**src/rtl/ptq_pkg.sv**
```systemverilog
// ----------------------------------------------------------------------------
// ptq_pkg
// Shared types and constants of the two-level priority ticket queue.
// ----------------------------------------------------------------------------
package ptq_pkg;

  localparam int QUEUE_DEPTH = 16;
  localparam int PTR_W       = (QUEUE_DEPTH > 1) ? $clog2(QUEUE_DEPTH) : 1;
  localparam int CNT_W       = $clog2(QUEUE_DEPTH + 1);
  localparam int SUM_W       = ((PTR_W > CNT_W) ? PTR_W : CNT_W) + 1;
  localparam int TICKET_W    = 16;
  localparam int TAG_W       = 16;

  // bit 1 of mode selects a call, bit 0 selects the priority queue on issue
  localparam int MODE_CALL_BIT = 1;
  localparam int MODE_PRIO_BIT = 0;

  localparam logic [TICKET_W-1:0] TICKET_FIRST = TICKET_W'(1);
  localparam logic [TICKET_W-1:0] TICKET_LAST  = {TICKET_W{1'b1}};

  typedef enum logic [1:0] {
    STAT_ISSUED = 2'd0,
    STAT_CALLED = 2'd1,
    STAT_EMPTY  = 2'd2,
    STAT_FULL   = 2'd3
  } status_t;

  typedef struct packed {
    logic [1:0]       mode;
    logic [TAG_W-1:0] client_tag;
  } in_t;

  typedef struct packed {
    status_t             status;
    logic [TICKET_W-1:0] ticket;
    logic [TAG_W-1:0]    tag_out;
    logic                from_priority;
  } out_t;

  typedef struct packed {
    logic [TICKET_W-1:0] ticket;
    logic [TAG_W-1:0]    tag;
  } entry_t;

  typedef struct packed {
    logic   push;
    logic   pop;
    entry_t wr_data;
  } fifo_cmd_t;

  typedef struct packed {
    logic   empty;
    logic   full;
    entry_t head;
  } fifo_stat_t;

endpackage

```
**src/rtl/ptq_fifo.sv**
```systemverilog
// ----------------------------------------------------------------------------
// ptq_fifo
// One ticket queue: circular store with head pointer, fill count and a
// registered read of the entry at the head.
// ----------------------------------------------------------------------------
module ptq_fifo
  import ptq_pkg::*;
(
  input  logic       clk,
  input  logic       rst_n,
  input  fifo_cmd_t  cmd,
  output fifo_stat_t stat
);

  entry_t           mem [QUEUE_DEPTH];
  entry_t           head_data_r;
  logic [PTR_W-1:0] head_r;
  logic [PTR_W-1:0] head_nxt;
  logic [CNT_W-1:0] count_r;
  logic [CNT_W-1:0] count_nxt;
  logic [SUM_W-1:0] tail_sum;
  logic [PTR_W-1:0] tail;

  always_comb begin
    tail_sum = SUM_W'(head_r) + SUM_W'(count_r);
    if (tail_sum >= SUM_W'(QUEUE_DEPTH)) begin
      tail_sum = tail_sum - SUM_W'(QUEUE_DEPTH);
    end
    tail = tail_sum[PTR_W-1:0];
  end

  always_comb begin
    head_nxt  = head_r;
    count_nxt = count_r;
    if (cmd.pop) begin
      head_nxt  = (head_r == PTR_W'(QUEUE_DEPTH - 1)) ? '0 : head_r + PTR_W'(1);
      count_nxt = count_r - CNT_W'(1);
    end else if (cmd.push) begin
      count_nxt = count_r + CNT_W'(1);
    end
  end

  always_ff @(posedge clk) begin
    if (!rst_n) begin
      head_r  <= '0;
      count_r <= '0;
    end else begin
      head_r  <= head_nxt;
      count_r <= count_nxt;
    end
  end

  // storage and head prefetch; a push into the slot about to be read bypasses
  always_ff @(posedge clk) begin
    if (cmd.push) begin
      mem[tail] <= cmd.wr_data;
    end
    if (cmd.push && (tail == head_nxt)) begin
      head_data_r <= cmd.wr_data;
    end else begin
      head_data_r <= mem[head_nxt];
    end
  end

  assign stat.empty = (count_r == '0);
  assign stat.full  = (count_r == CNT_W'(QUEUE_DEPTH));
  assign stat.head  = head_data_r;

endmodule

```
**src/rtl/ptq_ctrl.sv**
```systemverilog
// ----------------------------------------------------------------------------
// ptq_ctrl
// Request decode, ticket counter, queue selection and result register.
// ----------------------------------------------------------------------------
module ptq_ctrl
  import ptq_pkg::*;
(
  input  logic       clk,
  input  logic       rst_n,
  input  logic       req_valid,
  input  in_t        req,
  input  fifo_stat_t gen_stat,
  input  fifo_stat_t pri_stat,
  output fifo_cmd_t  gen_cmd,
  output fifo_cmd_t  pri_cmd,
  output logic       out_valid,
  output out_t       out_item
);

  logic [TICKET_W-1:0] next_ticket_r;
  logic [TICKET_W-1:0] next_ticket_nxt;
  logic                out_valid_r;
  out_t                out_item_r;
  out_t                out_item_nxt;
  logic                is_call;
  logic                is_prio;
  logic                tgt_full;
  entry_t              new_entry;

  always_comb begin
    is_call   = req.mode[MODE_CALL_BIT];
    is_prio   = req.mode[MODE_PRIO_BIT];
    tgt_full  = is_prio ? pri_stat.full : gen_stat.full;
    new_entry = '{ticket: next_ticket_r, tag: req.client_tag};

    gen_cmd         = '0;
    pri_cmd         = '0;
    gen_cmd.wr_data = new_entry;
    pri_cmd.wr_data = new_entry;
    next_ticket_nxt = next_ticket_r;
    out_item_nxt    = '{status: STAT_EMPTY, ticket: '0, tag_out: '0, from_priority: 1'b0};

    if (is_call) begin
      if (!pri_stat.empty) begin
        pri_cmd.pop  = req_valid;
        out_item_nxt = '{status: STAT_CALLED, ticket: pri_stat.head.ticket,
                         tag_out: pri_stat.head.tag, from_priority: 1'b1};
      end else if (!gen_stat.empty) begin
        gen_cmd.pop  = req_valid;
        out_item_nxt = '{status: STAT_CALLED, ticket: gen_stat.head.ticket,
                         tag_out: gen_stat.head.tag, from_priority: 1'b0};
      end
    end else if (tgt_full) begin
      // dropped, no ticket consumed
      out_item_nxt = '{status: STAT_FULL, ticket: '0, tag_out: '0, from_priority: is_prio};
    end else begin
      pri_cmd.push    = req_valid && is_prio;
      gen_cmd.push    = req_valid && !is_prio;
      out_item_nxt    = '{status: STAT_ISSUED, ticket: next_ticket_r,
                          tag_out: req.client_tag, from_priority: is_prio};
      next_ticket_nxt = (next_ticket_r >= TICKET_LAST) ? TICKET_FIRST
                                                       : next_ticket_r + TICKET_W'(1);
    end
  end

  always_ff @(posedge clk) begin
    if (!rst_n) begin
      next_ticket_r <= TICKET_FIRST;
      out_valid_r   <= 1'b0;
    end else begin
      out_valid_r <= req_valid;
      if (req_valid) begin
        next_ticket_r <= next_ticket_nxt;
      end
    end
  end

  always_ff @(posedge clk) begin
    if (req_valid) begin
      out_item_r <= out_item_nxt;
    end
  end

  assign out_valid = out_valid_r;
  assign out_item  = out_item_r;

endmodule

```
**src/rtl/priority_ticket_queue_top.sv**
```systemverilog
// ----------------------------------------------------------------------------
// priority_ticket_queue_top
// Ticket dispenser with a general and a strict-priority FIFO queue.
//
//   channel   ports                       transfer when
//   -------   -------------------------   ---------------------------
//   request   start, busy, in_item        start high and busy low
//   result    out_valid, out_item         out_valid high, one cycle
//
// One request per cycle while busy is low; each result passes the input
// register, then the queue update and result register.
// busy is high only during reset and the first cycle after it.
// The result side has no back-pressure: each result is valid for a single cycle.
// Queue heads are prefetched from the stores so a call reads them at once.
// ----------------------------------------------------------------------------
module priority_ticket_queue_top
  import ptq_pkg::*;
(
  input  logic clk,
  input  logic rst_n,
  input  logic start,
  output logic busy,
  input  in_t  in_item,
  output logic out_valid,
  output out_t out_item
);

  logic       busy_r;
  logic       in_valid_r;
  in_t        in_r;
  fifo_cmd_t  gen_cmd;
  fifo_cmd_t  pri_cmd;
  fifo_stat_t gen_stat;
  fifo_stat_t pri_stat;

  always_ff @(posedge clk) begin
    if (!rst_n) begin
      busy_r     <= 1'b1;
      in_valid_r <= 1'b0;
    end else begin
      busy_r     <= 1'b0;
      in_valid_r <= start && !busy_r;
    end
  end

  always_ff @(posedge clk) begin
    if (start && !busy_r) begin
      in_r <= in_item;
    end
  end

  assign busy = busy_r;

  ptq_fifo u_gen_fifo (
    .clk  (clk),
    .rst_n(rst_n),
    .cmd  (gen_cmd),
    .stat (gen_stat)
  );

  ptq_fifo u_pri_fifo (
    .clk  (clk),
    .rst_n(rst_n),
    .cmd  (pri_cmd),
    .stat (pri_stat)
  );

  ptq_ctrl u_ctrl (
    .clk      (clk),
    .rst_n    (rst_n),
    .req_valid(in_valid_r),
    .req      (in_r),
    .gen_stat (gen_stat),
    .pri_stat (pri_stat),
    .gen_cmd  (gen_cmd),
    .pri_cmd  (pri_cmd),
    .out_valid(out_valid),
    .out_item (out_item)
  );

  // every accepted request yields a result after the input and result registers
  a_result_follows: assert property (@(posedge clk) disable iff (!rst_n)
    (start && !busy) |=> ##1 out_valid)
    else $error("accepted request produced no result");

  // an issued ticket is never zero
  a_issued_nonzero: assert property (@(posedge clk) disable iff (!rst_n)
    (out_valid && (out_item.status == STAT_ISSUED)) |-> (out_item.ticket != '0))
    else $error("issued ticket is zero");

  // dropped and empty results carry no ticket
  a_no_ticket: assert property (@(posedge clk) disable iff (!rst_n)
    (out_valid && ((out_item.status == STAT_EMPTY) || (out_item.status == STAT_FULL)))
    |-> ((out_item.ticket == '0) && (out_item.tag_out == '0)))
    else $error("ticket reported without a transfer into or out of a queue");

  // nothing waiting never names the priority queue
  a_empty_general: assert property (@(posedge clk) disable iff (!rst_n)
    (out_valid && (out_item.status == STAT_EMPTY)) |-> !out_item.from_priority)
    else $error("empty result flagged as priority");

endmodule
```
**config.mk**
```make
export PLATFORM = sky130hd
export DESIGN_NAME = priority_ticket_queue_top
export DESIGN_NICKNAME = d
export VERILOG_FILES = /design/src/rtl/ptq_pkg.sv /design/src/rtl/ptq_fifo.sv /design/src/rtl/ptq_ctrl.sv /design/src/rtl/priority_ticket_queue_top.sv
export SDC_FILE = /design/constraint.sdc
export NUM_CORES = 1
export LEC_CHECK = 0
export BUFFER_PORTS_ARGS = -buffer_cell sky130_fd_sc_hd__buf_2
export CAP_MARGIN = 20
export CORE_MARGIN = 1
export CORE_UTILIZATION = 30
export DETAILED_ROUTE_END_ITERATION = 16
export PLACE_DENSITY = 0.41
export SKIP_LAST_GASP = 1
export SYNTH_ARGS = -nofsm -noshare
export SYNTH_HDL_FRONTEND = slang
export SYNTH_SLANG_ARGS = --single-unit
```
**constraint.sdc**
```tcl
create_clock -name clk -period 7.5 [get_ports clk]
set_input_delay 1.5 -clock clk [delete_from_list [all_inputs] [get_ports clk]]
set_output_delay 1.5 -clock clk [all_outputs]
set_load 0.1 [all_outputs]
```
==> run metrics, run 1 <==
Iter 0 DRT Violations=1481; Post-synth EDFFs=1077; CP Launch Type=flop; Initial DRT Pass Iterations=8; Setup Fix Bufs, Post-CTS=0; H-tree Lvls=3; DRT Wirelength=118000 um; GRT Overall Usage=16.1%; top cells by area, synth=edfxtp_1, mux4_2, mux2i_1; gp weighted congestion=0.724; Slew Viols, Final=0; share of the synthesized area in the top cell type=74.8%; Fmax achieved=280 MHz; CTS sink count=1122; Routed WL per cell=27.1 um; critical path cell sequence=buf_4 > mux4_2 > a22o_1 > o21ai_0 > buf_4 > nand3_1; Critical Path Fanout Max=41; outcome=completed; hold_ws=0.533 ns; Yosys reg bits=1122; Row Count=138; via count=21600; Cell variety after synth=53; cell taking the most area after synthesis=edfxtp_1; vias in the first global route=22300; Root Buffer=clkbuf_16; ys flop type=edfxtp_1; Setup Viol. Count Final=0; initial antenna violation count=4; slowest cell on the critical path=o21ai_0; worst-skew pair later-pin latency=0.73 ns; # nets final=2403; Crit. End Element=flop; worst ir drop on vdd=175 uV; layout filler cell count=13200; IO Port Bufs=57; layout cells sized above 1=20.5%; max_cap viols=0; static leakage=0.0158 uW; post-CTS sizing=0; Area growth, synth to finish=16.7%; CP most frequent cell=buf_4; Seq. cell area=33300 sq um; grt ovf=0; Worst-path clk slew=0.06 ns; Final Critical Period=3.58 ns; Switching Fraction=20.3%; Mean Syn Cell Area=19.5 sq um; post-route ant nets=0; drt via density=4.96; Gate Count Post-Synth=2219; worst path arrival time=4.05 ns; YS warnings=0; Die X-Extent=382 um; Top delay family on crit path=compound AO/OA/AOI/OAI gates; largest net degree at the start of global routing=66; Initial Util=30.4%; Worst Skew=0.0287 ns; hold path cells=2; Worst R2R Setup Slack=3.92 ns; final hold vios=0; # DRC=0; Int Pwr=10300 uW; detailed placement HPWL=65900 um; worst rel slew slack=26.0%; Slew @ Worst Pin=1.10 ns; hold path start=u_pri_fifo.count_r[3]; num ports=58; P_sw=2610 uW; CP Data Required Time=7.97 ns; Die Ht=382 um; CTS tree=yes; area of the multi-input gates=9780 sq um; fin crit share=47.7%; Seq pwr share=53.3%; synthesized area=43200 sq um; die footprint=146000 sq um; area of the core=142000 sq um; post-synthesis sequential area ratio=76.9%; worst min-delay path category=reg2reg; syn_nets=2259; total chip power=12900 uW; TritonCTS buffer count=119; clock group share of total power=45.5%; Setup TNS Final=0 ns; pwr dens=255 nW/um^2; CP Buf/Inv Count=2; fraction of registers with async set/reset=0%; Comb pwr share=1.3%; RSZ-0062 raised after global routing=no; Post-CTS Hold Buffers=0; critical path type=reg2reg; first-pass GRT wire length=168000 um; crit-path max cell delay=0.86 ns; hold worst-path end=u_pri_fifo.count_r[3]; CTS max path bufs=3; RR Endpoint=u_ctrl.out_item[1]; R2R depth=6
==> power groups by stage <==
stage / clock (uW) / sequential, uW / combinational, uW
3_5_place_dp: 0 / 6990 / 167
2_1_floorplan: 0 / 7030 / 40.8
4_1_cts: 6030 / 6860 / 167
5_1_grt: 6240 / 6860 / 174
6_report: 5850 / 6860 / 163
3_3_place_gp: 0 / 6990 / 163
==> worst min-delay path, cell delays in order (launching register included) <==
cell and delay (ns):
dfxtp_1 0.35, nand3_1 0.08, o31ai_1 0.06
==> flip-flops by register name (all words and copies together), names as in the netlist, named ones only <==
name,count
busy,1
in_r,18
in_valid_r,1
u_ctrl.next_ticket_r,16
u_ctrl.out_item,35
u_ctrl.out_valid,1
u_gen_fifo.count_r,5
u_gen_fifo.head_r,4
u_gen_fifo.mem,512
u_pri_fifo.count_r,5
u_pri_fifo.head_r,4
u_pri_fifo.mem,512
==> synthesized netlist by cell type (5+ instances only) <==
library cell and count:
edfxtp_1 1077, mux4_2 134, buf_1 11, nand3_1 63
a21oi_1 17, nor2b_1 9, nor2_1 58, inv_1 8
dfxtp_1 45, o31ai_1 5, o21ai_0 29, mux2i_1 249
a22oi_1 136, clkbuf_1 76, a21o_1 8, buf_2 32
nor4_1 7, nand4_1 8, o22ai_1 8, xnor2_1 18
nand2_1 45, a32oi_1 23, ha_1 15, a22o_1 50
xor2_1 16, and2_1 14, a211o_1 8
==> worst max-delay path by stage <==
| stage | start | to | slack (ns) | depth (start not counted) |
|---|---|---|---|---|
| final | flop | u_ctrl.out_item[1] | 3.92 | 6 |
| after global routing | flop | u_ctrl.out_item[6] | 3.76 | 5 |
| after CTS | in_valid_r | u_gen_fifo.mem[14][6] | 3.35 | 6 |
| after detailed placement | in_valid_r | u_gen_fifo.mem[10][13] | 3.33 | 6 |
| after global placement | in_valid_r | u_gen_fifo.mem[8][4] | 3.31 | 5 |
| after floorplan | in_valid_r | u_pri_fifo.mem[12][0] | 2.14 | 3 |
==> routing by layer <==
layer	share of wire, %	GRT usage, %	vias to the layer above
li1	-	-	9448
met1	46	22.2	11600
met2	49	26.7	437
met3	3.9	2.23	135
met4	1.7	4.05	0
met5	0	0	-
==> layout by cell type, fill, tap and decap left out, types with 19 or more instances in the layout <==
cell / n
clkinv_2: 19
buf_2: 57
clkbuf_1: 23
mux4_2: 134
a32oi_1: 23
edfxtp_1: 1077
a22oi_1: 136
o21ai_0: 29
mux2i_1: 249
clkinv_1: 35
nand3_1: 63
nand2_1: 45
dfxtp_1: 34
a22o_1: 50
clkbuf_16: 121
nor2_1: 27
nor2_4: 30
buf_4: 74
==> final cells by class <==
class | instances | share of cell area, %
Multi-Input combinational cell | 968 | 19.4
Clock inverter | 81 | 1.53
Antenna cell | 4 | 0.0198
Inverter | 10 | 0.0744
Timing Repair Buffer | 142 | 2.18
Tap cell | 1890 | 4.69
Sequential cell | 1122 | 65.9
Clock buffer | 144 | 6.17
==> through the flow <==
stage,area (sq um),setup WS [ns],util [%],std cells
finish,50400,3.92,35.5,4361
global route,50400,3.76,35.5,4357
CTS,50400,3.35,35.4,4354
detailed placement,46500,3.33,32.7,4129
global placement,46300,3.31,32.5,4122
floorplan,43200,2.14,-,2219
==> kinds of logic (layout without fill, tap and decap cells) <==
kind of cell             after synthesis  after routing  synth area share [%]
flip-flops                          1122           1122                  76.9
multiplexers                         384            384                  12.8
buffers and inverters                129            377                  1.21
AO/OA/AOI/OAI                        304            304                  5.25
adder cells (fa/ha/maj)               19             19                 0.619
XOR/XNOR                              34             34                 0.689
other                                  0              4                     0
AND/OR/NAND/NOR                      227            227                  2.57
Note: power is estimated with default switching activity, not from simulation.
==> inputs of run 2 (changes only) <==
Clock period 7.5 ns to 3.5 ns, I/O delays scaled along.
==> run 2 against run 1 <==
  * Setup slack lost 3.4 ns
  * Sequential power rose by 110%
  * Critical path depth increased by 3
  * Worst hold slack worse by 0.38 ns
  * Count of clock-buffer cells in the layout grew 6
  * Final cell count grew 0.66%
  * Register-to-register slack got worse by 3.4 ns
  * Maximum frequency is 18% higher
  * Utilization increased by 0.40 points
  * Clock power rose by 110%
  * Via count is 0.67% lower
  * Flip-flop and latch count unchanged
  * Largest power group unchanged
==> run metrics, run 2 (synthesis results as in run 1) <==
Die X-Extent=382 um (unchanged); CP Data Required Time=4.09 ns (was 7.97 ns); Iter 0 DRT Violations=1726 (was 1481); final hold vios=0 (unchanged); vias in the first global route=22600 (was 22300); worst-skew pair later-pin latency=0.72 ns (was 0.73 ns); static leakage=0.0162 uW (was 0.0158 uW); # DRC=0 (unchanged); initial antenna violation count=5 (was 4); post-CTS sizing=0 (unchanged); slowest cell on the critical path=or4_1 (was o21ai_0); via count=21500 (was 21600); final instance area=51000 sq um (was 50400 sq um); hold path start=in_item[8] (was u_pri_fifo.count_r[3]); reg2reg start=u_pri_fifo.count_r[1]; grt ovf=0 (unchanged); IO Port Bufs=57 (unchanged); Crit. End Element=flop (unchanged); TritonCTS buffer count=121 (was 119); critical path cell sequence=or4_1 > a2111o_1 > inv_2 > ha_1 > a21o_1 > a21oi_1 > mux2i_1 > xnor2_1 > nor2_1 (was buf_4 > mux4_2 > a22o_1 > o21ai_0 > buf_4 > nand3_1); gp weighted congestion=0.772 (was 0.724); largest net degree at the start of global routing=92 (was 66); # nets final=2440 (was 2403); crit-path max cell delay=0.71 ns (was 0.86 ns); Routed WL per cell=26.5 um (was 27.1 um); fin crit share=86.3% (was 47.7%); die footprint=146000 sq um (unchanged); Critical Path Fanout Max=8 (was 41); CTS max path bufs=3 (unchanged); post-route ant nets=0 (unchanged); worst ir drop on vdd=370 uV (was 175 uV); GRT Overall Usage=15.9% (was 16.1%); CP Launch Type=flop (unchanged); CP Launch Point=u_pri_fifo.count_r[1]; outcome=completed (unchanged); detailed placement HPWL=64800 um (was 65900 um); area of the core=142000 sq um (unchanged); Row Count=138 (unchanged); Fmax achieved=331 MHz (was 280 MHz); Worst-path clk slew=0.06 ns (about the same); worst path arrival time=3.61 ns (was 4.05 ns); num ports=58 (unchanged); total chip power=27300 uW (was 12900 uW); DRT Wirelength=116000 um (was 118000 um); Slew Viols, Final=0 (unchanged); drt via density=4.89 (was 4.96); Initial DRT Pass Iterations=5 (was 8); Initial Util=30.4% (unchanged); Die Ht=382 um (unchanged); fin util=35.9% (was 35.5%); placed cell area=47200 sq um (was 46500 sq um); first-pass GRT wire length=166000 um (was 168000 um); most common cell after layout, fill and taps aside=edfxtp_1 (unchanged); H-tree Lvls=3 (unchanged); CTS tree=yes (unchanged); worst min-delay path category=in2reg (was reg2reg); CTS sink count=1122 (unchanged); Final Worst Setup Slack=0.480 ns (was 3.92 ns); Area growth, synth to finish=18.0% (was 16.7%); layout cells sized above 1=21.1% (was 20.5%); Final Critical Period=3.02 ns (was 3.58 ns); hold_ws=0.156 ns (was 0.533 ns); Post-Place Worst Slack=0.530 ns (was 3.33 ns); Setup Viol. Count Final=0 (unchanged); critical path type=reg2reg (unchanged); commonest non-fill, non-tap cells in the layout=edfxtp_1, mux2i_1, a22oi_1, mux4_2, clkbuf_16 (unchanged); RSZ-0062 raised after global routing=no (unchanged); max_cap viols=0 (unchanged); Root Buffer=clkbuf_16 (unchanged); Worst Skew=0.0236 ns (was 0.0287 ns); worst rel slew slack=27.7% (was 26.0%); Slew @ Worst Pin=1.08 ns (was 1.10 ns); Post-CTS Hold Buffers=0 (unchanged); pwr dens=535 nW/um^2 (was 255 nW/um^2); Setup Fix Bufs, Post-CTS=0 (unchanged)
[run 2: layer usage]
metal | part of all wire [%] | global-route usage (%) | vias to the layer above | wire, um
met5 | 0 | 0 | - | 0
met4 | 1.8 | 4.06 | 0 | 2060
met3 | 4.3 | 2.28 | 146 | 4950
met2 | 50 | 27.3 | 468 | 58700
met1 | 44 | 21.1 | 11300 | 50600
li1 | - | - | 9530 | -
[run 2: stage by stage]
step	TNS (ns)	cells
3_3_place_gp	0	4165
5_1_grt	0	4387
6_report	0	4390
2_1_floorplan	-19.08	2219
4_1_cts	0	4385
3_5_place_dp	0	4165
[run 2: power by group]
part / switching (uW) / leakage [uW] / total [uW] / internal [uW]
clock network: 5160 / 0.00185 / 12200 / 7090
logic: 293 / 0.00359 / 376 / 83.5
registers: 34.0 / 0.0107 / 14700 / 14600
total: 5490 / 0.0162 / 27300 / 21800
[run 2: critical path: cells and delay by family, from the launching register on]
kind / cells / cell delay, ns
AND/OR/NAND/NOR: 2 / 0.76
AO/OA/AOI/OAI: 3 / 0.87
flip-flops: 1 / 0.40
adder cells (fa/ha/maj): 1 / 0.29
XOR/XNOR: 1 / 0.14
multiplexers: 1 / 0.26
buffers and inverters: 1 / 0.17
[run 2: cell type report]
type	instances	area, sq um
fill	13200	91300
antenna	3	7.51
inverter	10	37.5
timing repair buffer	177	1760
clock buffer	150	3240
multi-input combinational	968	9810
sequential	1122	33300
tap	1890	2360
clock inverter	70	538
[run 2: final timing paths]
kind                           end  slack (ns)  depth (start not counted)
max reg2reg  u_gen_fifo.count_r[4]        0.48                          9
min reg2reg                   flop        0.55                          1
min                        in_r[8]        0.16                          1
max          u_gen_fifo.count_r[4]        0.48                          9
==> inputs of run 3 (changes only) <==
Settings changed: CORE_MARGIN 1 to 1.5, PLACE_DENSITY 0.41 to not set.
==> run 3 against run 2 <==
  * Clock skew up 0.0055 ns
  * First-iteration DRC count rose by 16%
  * Non-clock buffer count rose by 7
  * Flip-flop and latch count stayed put
  * Routed wire length decreased by 10%
  * Combinational power decreased by 2%
  * Die area grew 0.52%
  * Total power fell by 0.53%
  * Sequential power hardly changed
  * Highest routed layer unchanged
==> run metrics, run 3 (synthesis results as in run 1) <==
Comb pwr share=1.4% (about the same); via count=21500 (about the same); fin util=35.6% (was 35.9%); Iter 0 DRT Violations=1998 (was 1726); grt ovf=0 (unchanged); die footprint=146000 sq um (about the same); pwr dens=533 nW/um^2 (was 535 nW/um^2); initial antenna violation count=3 (was 5); outcome=completed (unchanged); fin crit share=86.1% (was 86.3%); Area growth, synth to finish=17.9% (was 18.0%); IO Port Bufs=57 (unchanged); layout filler cell count=13300 (was 13200); Die X-Extent=383 um (was 382 um); Initial DRT Pass Iterations=5 (unchanged); worst ir drop on vdd=410 uV (was 370 uV); area of the core=143000 sq um (was 142000 sq um); Root Buffer=clkbuf_16 (unchanged); Seq pwr share=54.1% (was 53.8%); Post-Place Worst Slack=0.580 ns (was 0.530 ns); layout cells sized above 1=21.4% (was 21.1%); CP Data Required Time=4.06 ns (was 4.09 ns); Final Worst Setup Slack=0.488 ns (was 0.480 ns); Row Count=139 (was 138); P_sw=5380 uW (was 5490 uW); Initial Util=30.2% (was 30.4%); # DRC=0 (unchanged); final instance area=51000 sq um (about the same); critical path type=reg2reg (unchanged); vias in the first global route=22100 (was 22600); Setup Viol. Count Final=0 (unchanged); Setup Fix Bufs, Post-CTS=0 (unchanged); worst-skew pair later-pin latency=0.70 ns (was 0.72 ns); TritonCTS buffer count=115 (was 121); Slew Viols, Final=0 (unchanged); Final Critical Period=3.01 ns (was 3.02 ns); CTS tree=yes (unchanged); gp weighted congestion=0.776 (was 0.772); CP Launch Type=flop (unchanged); total chip power=27100 uW (was 27300 uW); static leakage=0.0161 uW (was 0.0162 uW); worst min-delay path category=in2reg (unchanged); number of antenna diodes=0 (was 3); GRT Overall Usage=14.0% (was 15.9%); Critical Path Fanout Max=8 (unchanged); worst path arrival time=3.57 ns (was 3.61 ns); worst rel slew slack=30.9% (was 27.7%); post-CTS sizing=0 (unchanged); DRT Wirelength=104000 um (was 116000 um); most common cell after layout, fill and taps aside=edfxtp_1 (unchanged); largest net degree at the start of global routing=119 (was 92); detailed placement HPWL=58900 um (was 64800 um); CTS max path bufs=3 (unchanged); Post-CTS Hold Buffers=0 (unchanged); max_cap viols=0 (unchanged); # nets final=2441 (was 2440); post-route ant nets=0 (unchanged); clock group share of total power=44.6% (was 44.9%); Fmax achieved=332 MHz (was 331 MHz); commonest non-fill, non-tap cells in the layout=edfxtp_1, mux2i_1, a22oi_1, mux4_2, clkbuf_16 (unchanged); Worst-path clk slew=0.06 ns (about the same); Switching Fraction=19.8% (was 20.1%); drt via density=4.89 (about the same); final hold vios=0 (unchanged); H-tree Lvls=3 (unchanged); RSZ-0062 raised after global routing=no (unchanged); Worst Skew=0.0292 ns (was 0.0236 ns); Int Pwr=21800 uW (about the same); Routed WL per cell=23.8 um (was 26.5 um); Slew @ Worst Pin=1.04 ns (was 1.08 ns); first-pass GRT wire length=152000 um (was 166000 um); Crit. End Element=flop (unchanged); hold_ws=0.194 ns (was 0.156 ns); Die Ht=383 um (was 382 um); num ports=58 (unchanged); CTS sink count=1122 (unchanged); placed cell area=47200 sq um (about the same)
run 3: critical path: stages, from the launching register on:
cell and delay [ns]:
dfxtp_1 0.41, or4_1 0.69, a2111o_1 0.48, inv_2 0.17
ha_1 0.29, a21o_1 0.20, a21oi_1 0.20, mux2i_1 0.25
xnor2_1 0.14, nor2_1 0.05
run 3: worst paths after layout:
path,depth (start not counted),slack [ns],start,end
max,9,0.49,u_pri_fifo.count_r[1],u_gen_fifo.count_r[4]
min,1,0.19,in_item[15],in_r[15]
max reg2reg,9,0.49,u_pri_fifo.count_r[1],u_gen_fifo.count_r[4]
min reg2reg,2,0.53,u_pri_fifo.count_r[3],u_pri_fifo.count_r[3]
run 3: layout make-up:
cell class                 instances  area (sq um)  share of cell area, %
sequential                      1122         33300                   65.3
multi-input combinational        968          9810                   19.2
clock buffer                     138          3010                   5.90
tap                             1903          2380                   4.67
timing repair buffer             184          1750                   3.43
clock inverter                    74           727                   1.43
inverter                          10          37.5                 0.0736
run 3: routing by layer:
layer / part of all wire [%] / GRT usage, % / vias up
li1: - / - / 9512
met1: 43 / 18.9 / 11300
met2: 49 / 23.4 / 548
met3: 5.7 / 2.52 / 120
met4: 1.6 / 3.36 / 0
met5: 0 / 0 / -
run 3: stage by stage:
step / std cells / setup TNS, ns
after floorplan: 2219 / -19.08
after global placement: 4186 / 0
after detailed placement: 4186 / 0
after CTS: 4398 / 0
after global routing: 4399 / 0
final: 4399 / 0
run 3: power groups by stage:
stage	clock, uW	combinational (uW)	sequential [uW]
after CTS	12300	366	14700
after global routing	12900	391	14700
after floorplan	0	87.7	15100
final	12100	368	14700
after detailed placement	0	366	15000
after global placement	0	360	15000
